$ cat src/rtl/dtq_pkg.sv
// Types and constants shared by the deadline timer queue modules.
package dtq_pkg;

  localparam int unsigned DEADLINE_W  = 32;
  localparam int unsigned DATA_W      = 32;
  localparam int unsigned DELAY_W     = 16;
  localparam int unsigned MAX_RESULTS = 16;
  localparam int unsigned POP_CNT_W   = $clog2(MAX_RESULTS);

  localparam logic FUNC_ADD    = 1'b0;
  localparam logic FUNC_TICK   = 1'b1;
  localparam logic KIND_EXPIRED = 1'b0;
  localparam logic KIND_REJECT  = 1'b1;

  localparam logic [DEADLINE_W-1:0] TIME_MAX = {DEADLINE_W{1'b1}};

  typedef struct packed {
    logic                  valid;
    logic [DEADLINE_W-1:0] deadline;
    logic [DATA_W-1:0]     data;
  } entry_t;

  typedef struct packed {
    logic ins;
    logic pop;
  } cell_ctl_t;

  typedef enum logic {
    ST_IDLE,
    ST_POP
  } state_t;

endpackage

$ cat src/rtl/dtq_cell.sv
// One cell of the sorted timer chain: holds one entry and shifts on insert or pop.
module dtq_cell (
  input  logic              clk,
  input  logic              rst_n,
  input  dtq_pkg::cell_ctl_t ctl,
  input  dtq_pkg::entry_t   ins_entry,
  input  dtq_pkg::entry_t   prev_entry,
  input  logic              prev_goes,
  input  dtq_pkg::entry_t   next_entry,
  output dtq_pkg::entry_t   entry_q,
  output logic              goes_here
);
  import dtq_pkg::*;

  entry_t entry_r;
  entry_t entry_nxt;

  assign entry_q   = entry_r;
  assign goes_here = !entry_r.valid || (entry_r.deadline > ins_entry.deadline);

  always_comb begin
    entry_nxt = entry_r;
    if (ctl.pop) begin
      entry_nxt = next_entry;
    end else if (ctl.ins) begin
      if (prev_goes) begin
        entry_nxt = prev_entry;
      end else if (goes_here) begin
        entry_nxt = ins_entry;
      end
    end
  end

  always_ff @(posedge clk) begin
    if (!rst_n) begin
      entry_r.valid <= 1'b0;
    end else begin
      entry_r.valid <= entry_nxt.valid;
    end
    entry_r.deadline <= entry_nxt.deadline;
    entry_r.data     <= entry_nxt.data;
  end

endmodule

$ cat src/rtl/deadline_timer_queue.sv
// Top level of the deadline timer queue: a sorted chain of timer cells.
//
// Input channel (in_*): an add transfer (in_func = 0) stores in_entry_data with the
// deadline elapsed time plus in_delay_seconds, saturating at the maximum time.
// A tick transfer (in_func = 1) advances the elapsed time by one second,
// saturating, and then emits every stored entry that is due, earliest deadline
// first and equal deadlines in arrival order, at most sixteen per tick.
// Output channel (out_*): out_kind 0 is an expired entry, 1 a rejected add to a
// full table; out_last marks the final result of one input transfer.
// Operation: on an add, every cell compares its deadline with the new one in
// parallel and the chain shifts behind the insertion point. A tick first
// advances the time, then pops due entries from the front cell one by one;
// no new input is taken until no more entry is due or sixteen were popped.
// Results leave through one output register. A rejected add shows its result in
// the cycle after the transfer; a tick's first expired entry waits for ST_POP.
// Reset empties the table and clears the elapsed time; no clearing pass runs.
// A stalled output holds its result; popping waits, and a new input transfer
// is held off while the output register is full and stalled.
module deadline_timer_queue #(
  parameter int unsigned CAPACITY = 16
) (
  input  logic               clk,
  input  logic               rst_n,
  input  logic               in_valid,
  output logic               in_stall,
  input  logic               in_func,
  input  logic signed [31:0] in_entry_data,
  input  logic [15:0]        in_delay_seconds,
  output logic               out_valid,
  input  logic               out_stall,
  output logic               out_kind,
  output logic signed [31:0] out_expired_data,
  output logic               out_last
);
  import dtq_pkg::*;

  state_t state_r, state_nxt;
  logic [DEADLINE_W-1:0] elapsed_r, elapsed_nxt;
  logic [POP_CNT_W-1:0]  pop_cnt_r, pop_cnt_nxt;
  logic                  out_valid_r, out_valid_nxt;
  logic                  out_kind_r, out_kind_nxt;
  logic [DATA_W-1:0]     out_data_r, out_data_nxt;
  logic                  out_last_r, out_last_nxt;

  cell_ctl_t             ctl;
  entry_t                ins_entry;
  entry_t                cells   [CAPACITY];
  logic                  goes    [CAPACITY];
  logic [DEADLINE_W:0]   dl_sum;
  logic                  in_xfer;
  logic                  out_free;
  logic                  full;
  logic                  front_due;
  logic                  next_due;
  logic                  is_last;

  assign dl_sum = {1'b0, elapsed_r} + (DEADLINE_W + 1)'(in_delay_seconds);
  assign ins_entry.valid    = 1'b1;
  assign ins_entry.deadline = dl_sum[DEADLINE_W] ? TIME_MAX : dl_sum[DEADLINE_W-1:0];
  assign ins_entry.data     = DATA_W'(in_entry_data);

  genvar gi;
  generate
    for (gi = 0; gi < CAPACITY; gi++) begin : g_cell
      entry_t prev_e;
      entry_t next_e;
      logic   prev_g;
      if (gi == 0) begin : g_first
        assign prev_e = '0;
        assign prev_g = 1'b0;
      end else begin : g_mid
        assign prev_e = cells[gi-1];
        assign prev_g = goes[gi-1];
      end
      if (gi == CAPACITY - 1) begin : g_tail
        assign next_e = '0;
      end else begin : g_body
        assign next_e = cells[gi+1];
      end
      dtq_cell u_cell (
        .clk       (clk),
        .rst_n     (rst_n),
        .ctl       (ctl),
        .ins_entry (ins_entry),
        .prev_entry(prev_e),
        .prev_goes (prev_g),
        .next_entry(next_e),
        .entry_q   (cells[gi]),
        .goes_here (goes[gi])
      );
    end
  endgenerate

  assign full      = cells[CAPACITY-1].valid;
  assign front_due = cells[0].valid && (cells[0].deadline <= elapsed_r);
  assign next_due  = cells[1].valid && (cells[1].deadline <= elapsed_r);
  assign is_last   = !next_due || (pop_cnt_r == POP_CNT_W'(MAX_RESULTS - 1));
  assign out_free  = !out_valid_r || !out_stall;
  assign in_stall  = (state_r != ST_IDLE) || !out_free;
  assign in_xfer   = in_valid && !in_stall;

  always_comb begin
    state_nxt     = state_r;
    elapsed_nxt   = elapsed_r;
    pop_cnt_nxt   = pop_cnt_r;
    out_valid_nxt = out_valid_r && out_stall;
    out_kind_nxt  = out_kind_r;
    out_data_nxt  = out_data_r;
    out_last_nxt  = out_last_r;
    ctl           = '0;
    case (state_r)
      ST_IDLE: begin
        if (in_xfer) begin
          if (in_func == FUNC_ADD) begin
            if (full) begin
              out_valid_nxt = 1'b1;
              out_kind_nxt  = KIND_REJECT;
              out_data_nxt  = DATA_W'(in_entry_data);
              out_last_nxt  = 1'b1;
            end else begin
              ctl.ins = 1'b1;
            end
          end else begin
            if (elapsed_r != TIME_MAX) begin
              elapsed_nxt = elapsed_r + 1'b1;
            end
            pop_cnt_nxt = '0;
            state_nxt   = ST_POP;
          end
        end
      end
      ST_POP: begin
        if (!front_due) begin
          state_nxt = ST_IDLE;
        end else if (out_free) begin
          ctl.pop       = 1'b1;
          out_valid_nxt = 1'b1;
          out_kind_nxt  = KIND_EXPIRED;
          out_data_nxt  = cells[0].data;
          out_last_nxt  = is_last;
          pop_cnt_nxt   = pop_cnt_r + 1'b1;
          if (is_last) begin
            state_nxt = ST_IDLE;
          end
        end
      end
      default: begin
        state_nxt = ST_IDLE;
      end
    endcase
  end

  always_ff @(posedge clk) begin
    if (!rst_n) begin
      state_r     <= ST_IDLE;
      elapsed_r   <= '0;
      pop_cnt_r   <= '0;
      out_valid_r <= 1'b0;
    end else begin
      state_r     <= state_nxt;
      elapsed_r   <= elapsed_nxt;
      pop_cnt_r   <= pop_cnt_nxt;
      out_valid_r <= out_valid_nxt;
    end
  end

  always_ff @(posedge clk) begin
    out_kind_r <= out_kind_nxt;
    out_data_r <= out_data_nxt;
    out_last_r <= out_last_nxt;
  end

  assign out_valid        = out_valid_r;
  assign out_kind         = out_kind_r;
  assign out_expired_data = signed'(out_data_r);
  assign out_last         = out_last_r;

endmodule

$ cat config.mk
export PLATFORM = sky130hd
export DESIGN_NAME = deadline_timer_queue
export DESIGN_NICKNAME = d
export VERILOG_FILES = /design/src/rtl/dtq_pkg.sv /design/src/rtl/dtq_cell.sv /design/src/rtl/deadline_timer_queue.sv
export SDC_FILE = /design/constraint.sdc
export NUM_CORES = 2
export LEC_CHECK = 0
export BUFFER_PORTS_ARGS = -buffer_cell sky130_fd_sc_hd__buf_4
export CAP_MARGIN = 20
export CORE_ASPECT_RATIO = 0.7
export CORE_UTILIZATION = 50
export DETAILED_ROUTE_END_ITERATION = 8
export PLACE_DENSITY = 0.64
export SLEW_MARGIN = 25
export SYNTH_ARGS = -nofsm -noshare
export SYNTH_HDL_FRONTEND = slang
export SYNTH_HIERARCHICAL = 1
export SYNTH_SLANG_ARGS = --single-unit
$ cat constraint.sdc
create_clock -name clk -period 17.1 [get_ports clk]
set_clock_uncertainty 0.2 [all_clocks]
set_input_delay 0 -clock clk [delete_from_list [all_inputs] [get_ports clk]]
set_output_delay 0 -clock clk [all_outputs]
set_load 0.01 [all_outputs]
=== Word-level counts from Yosys, hierarchy flattened ===
Index checks and enable logic that the tools add are counted.

* Bitwise logic cells: 2
* Multiplexer cells: 101
* Eq/ne operators: 8
* Reduce and logical (&&, ||, !) cells: 81
* Add/subtract/negate cells: 3
* $lt $le $gt $ge: 18

{| class="wikitable"
|+ Operators with widths
! cell !! count
|-
| $mux 65 || 61
|-
| $gt 32x32->1 || 16
|-
| $mux 32 || 6
|-
| $le 32x32->1 || 2
|-
| $pmux 32 s2 || 1
|-
| $reduce_bool 3->1 || 14
|-
| $add 32x16->33 || 1
|-
| $add 32x1->32 const B || 1
|-
| $ne 32x32->1 const B || 1
|-
| $reduce_and 2->1 || 16
|-
| $mux 1 || 24
|-
| $logic_not 1->1 || 21
|-
| $logic_or 1x1->1 || 19
|-
| $mux 4 || 4
|-
| $pmux 1 s2 || 4
|-
| $pmux 4 s2 || 1
|-
| $reduce_and 4->1 || 2
|-
| $ne 2x1->1 const B || 3
|-
| $ne 2x2->1 const B || 3
|-
| $reduce_bool 2->1 || 3
|-
| $reduce_and 5->1 || 1
|-
| $add 4x1->4 const B || 1
|-
| $eq 4x4->1 const B || 1
|-
| $logic_and 1x1->1 || 4
|-
| other kinds (2) || 3
|}

* Logic and storage cells: 268
* Bits in registers: 1112
* Input bits: 53

=== Logic depth before layout (Yosys ltp) ===
* Depth in word-level cells: 10
* Mapped depth: 26
* Gate-level depth less buffers: 24

=== Modules after synthesis ===
Netlist, hierarchy kept.

{| class="wikitable"
|+ Modules (own cells, without submodules)
! module !! instances !! sequential area each (um^2) !! cells each !! area each (um^2)
|-
| dtq_cell at g_cell[0].u_cell ... || 15 || 1941.9 || 407 || 4154.0
|-
| deadline_timer_queue || 1 || 1781.7 || 663 || 5995.8
|-
| dtq_cell at g_cell[9].u_cell || 1 || 1941.9 || 404 || 4160.2
|}

=== Worst setup path before layout ===
OpenSTA, ideal clock, no wires.

* Kind: reg-to-reg
* From: reg elapsed_r[0]
* To: reg g_cell[9].u_cell.entry_r, in the netlist g_cell[9].u_cell/entry_q[0], enable pin
* Clock period less this slack: 8.063 ns
* Setup slack: 9.037 ns
* Cell stages (with the launch flop): 23
* Data required time: 16.473 ns
* Library setup time: 0.427 ns
* Arrival: 7.436 ns
* Cell sequence: dfxtp_1 -> ha_1 -> inv_1 -> fa_1 -> nor2b_1 -> o31a_1 -> a41oi_1 -> nor4b_1 -> nor4_1 -> o21a_1 -> nor3_1 -> o31ai_1 -> inv_1 -> ha_1 -> nand4_2 -> or4_4 -> a21o_1 -> a31oi_2 -> or2_1 -> clkbuf_1 -> buf_2 -> or2_2 -> o22a_1

{| class="wikitable"
|+ RTL lines
! what !! line !! source
|-
| from (decl) || deadline_timer_queue.sv:38 || <nowiki>logic [DEADLINE_W-1:0] elapsed_r, elapsed_nxt;</nowiki>
|-
| from (signal assigned) || deadline_timer_queue.sv:161 || <nowiki>elapsed_r <= elapsed_nxt;</nowiki>
|-
| to (decl) || dtq_cell.sv:15 || <nowiki>entry_t entry_r;</nowiki>
|}

==> flow_metrics.env <==
export IMPL_status="complete, no violations"
export IMPL_syn2layout_area_growth_pct=9.83
export IMPL_finalCriticalPeriod_ns=7.73
export IMPL_dp_hpwl_mm=140
export IMPL_cp_arrival_ns=7.93
export IMPL_p_int_w=0.00483
export IMPL_grt_busiest_layer="met2"
export IMPL_clkTransAtPathRegs_ns=0.06
export IMPL_grt_pass1_wl_mm=312
export IMPL_numPortBuffers=88
export IMPL_syn_avg_cell_area_um2=10.1
export IMPL_critPathMaxStageDelay_ns=0.69
export IMPL_cts_setup_buffers=0
export IMPL_critical_path_class="reg -> reg"
export IMPL_grt_max_degree=240
export IMPL_clock_path_buffers=3
export IMPL_grtUsageMet3_pct=4.63
export IMPL_cts_root_buf="clkbuf_16"
export IMPL_holdBufCountCts=42
export IMPL_die_h_um=321
export IMPL_cts_resized_gates=0
export IMPL_overflow=0
export IMPL_grt_pass1_vias=55000
export IMPL_synthesis_area_um2=72500
export IMPL_grtUsageTotal_pct=26.8
export IMPL_setup_viol=0
export IMPL_viasPerCell=5.91
export IMPL_cp_cell_sequence="ha_1 > inv_1 > fa_1 > nor2b_1 > o31a_1 > o21ai_2 > a2111oi_4 > o31a_2 > or2_1 > nand4_1 > mux2i_4 > buf_4 > inv_1 > ha_1 > nand4_1 > nor4_2 > o21ai_1 > a31oi_2 > or2_4 > or2_2 > o32a_2 > buf_4"
export IMPL_final_period_utilization_pct=45.2
export IMPL_tns_ns=0
export IMPL_dp_slack_ns=9.55
export IMPL_final_cells=9276
export IMPL_clock_sinks=1112
export IMPL_ant_nets=0
export IMPL_die_area_um2=146000
export IMPL_cts_made_buffers=113
export IMPL_cts_tree="yes"
export IMPL_initialDrtViolationCount=5239
export IMPL_final_common_cell="nand2_1"
export IMPL_antenna_found_initial=3
export IMPL_worstMarginPinSlew_ns=1.03
export IMPL_dr_pass1_iters=6
export IMPL_nNetsFinal=7947
export IMPL_drc=0
export IMPL_critPathMaxFanout=48
export IMPL_required_ns=17.29
export IMPL_maxSlewHeadroom_pct=31.5
export IMPL_vias=54800
export IMPL_pwr_share_clk_pct=38.4
export IMPL_worst_slack_ns=9.37
export IMPL_path_buf_inv=4
export IMPL_drive_above_1_share_pct=7.65
export IMPL_power_density_nw_per_um2=82.2
export IMPL_rows=116
export IMPL_ir_worst_vdd_uv=85.3
export IMPL_insertion_delay_ns=0.78
export IMPL_fp_coreArea_um2=143000
export IMPL_p_sw_share_pct=26.2
export IMPL_final_cell_mix="1218 x nand2_1, 1058 x edfxtp_1, 1042 x mux2i_1"
export IMPL_start_util_pct=50.5
export IMPL_use_met2_pct=42.3
export IMPL_fmax_mhz=129
export IMPL_worstSetupEndpointType="flip-flop"
export IMPL_power_frac_seq_pct=50.1
export IMPL_placed_area_um2=75500
export IMPL_avgRoutedWirePerCell_um=21.4
export IMPL_dp_cells=9029
export IMPL_grt_setup_unrepaired="no"
export IMPL_drv_slew=0
export IMPL_routed_wl_mm=198
export IMPL_fill_cells=12600
export IMPL_p_switching_w=0.00171
export IMPL_path_delay_family="simple AND/OR/NAND/NOR gates"
export IMPL_design_area_um2=79600
export IMPL_cap_violations=0
export IMPL_total_power_w=0.00654
export IMPL_hp_class="in -> reg"
export IMPL_start_kind="flip-flop"
export IMPL_p_leak_nw=34.1
export IMPL_die_w_um=457
export IMPL_ioPinCount=89
export IMPL_syn_instance_count=7171
export IMPL_use_met1_pct=38.5
export IMPL_p_comb_share_pct=11.5
export IMPL_finalHoldViolCount=0
export IMPL_ys_warn_count=6
export IMPL_place_congestion=0.923
export IMPL_htreeDepth=3
export IMPL_cp_slowest_cell="buf_4"
==> routing by layer <==
layer	vias to the layer above	share of wire, %	wire [µm]
li1	26100	-	-
met1	27000	47	92700
met2	1404	45	89600
met3	226	6.3	12500
met4	4	1.7	3340
met5	-	0.016	32
==> per-stage QoR <==
step / utilization, % / hold WS (ns)
finish: 55.5 / 0.0955
global route: 55.5 / 0.0674
CTS: 55.5 / 0.0316
detailed placement: 52.6 / 0.211
global placement: 52.6 / 0.209
floorplan: - / -0.0819
==> state kept, by name (all words and copies together), names as in the netlist <==
name                   cells
out_valid                  1
g_cell.u_cell/entry_q   1040
out_expired_data          32
elapsed_r                 32
out_kind                   1
pop_cnt_r                  4
state_r                    1
out_last                   1
==> final timing paths <==
kind / startpoint / endpoint / slack, ns / depth (start not counted)
setup / recovery: elapsed_r[0]$_SDFFE_PN0P_ / g_cell[12].u_cell/entry_q[9]$_DFFE_PP_ / 9.37 / 22
hold / removal: in_entry_data[19] / out_expired_data[19]$_DFFE_PP_ / 0.1 / 3
setup reg to reg: elapsed_r[0]$_SDFFE_PN0P_ / g_cell[12].u_cell/entry_q[9]$_DFFE_PP_ / 9.37 / 22
hold reg to reg: elapsed_r[26]$_SDFFE_PN0P_ / elapsed_r[26]$_SDFFE_PN0P_ / 0.30 / 2
==> power groups by stage <==
stage / clock (W) / sequential [W] / combinational [W]
after global routing: 0.00266 / 0.00329 / 0.000840
after floorplan: 0 / 0.00329 / 0.000519
after detailed placement: 0 / 0.00334 / 0.000736
after global placement: 0 / 0.00334 / 0.000704
final: 0.00251 / 0.00328 / 0.000754
after CTS: 0.00256 / 0.00328 / 0.000747
==> worst min-delay path, cell delays in order <==
cell and delay [ns]:
dlygate4sd3_1 0.53, buf_4 0.25, mux2_2 0.20
==> layout make-up <==
type	instances	area (µm²)	area share [%]
Antenna cell	1	2.50	0.00314
Clock buffer	147	3010	3.78
Clock inverter	56	618	0.777
Inverter	586	2200	2.76
Multi-Input combinational cell	5264	36700	46.1
Sequential cell	1112	32900	41.3
Tap cell	1888	2360	2.97
Timing Repair Buffer	222	1870	2.35
(Power assumes the default switching activity.)
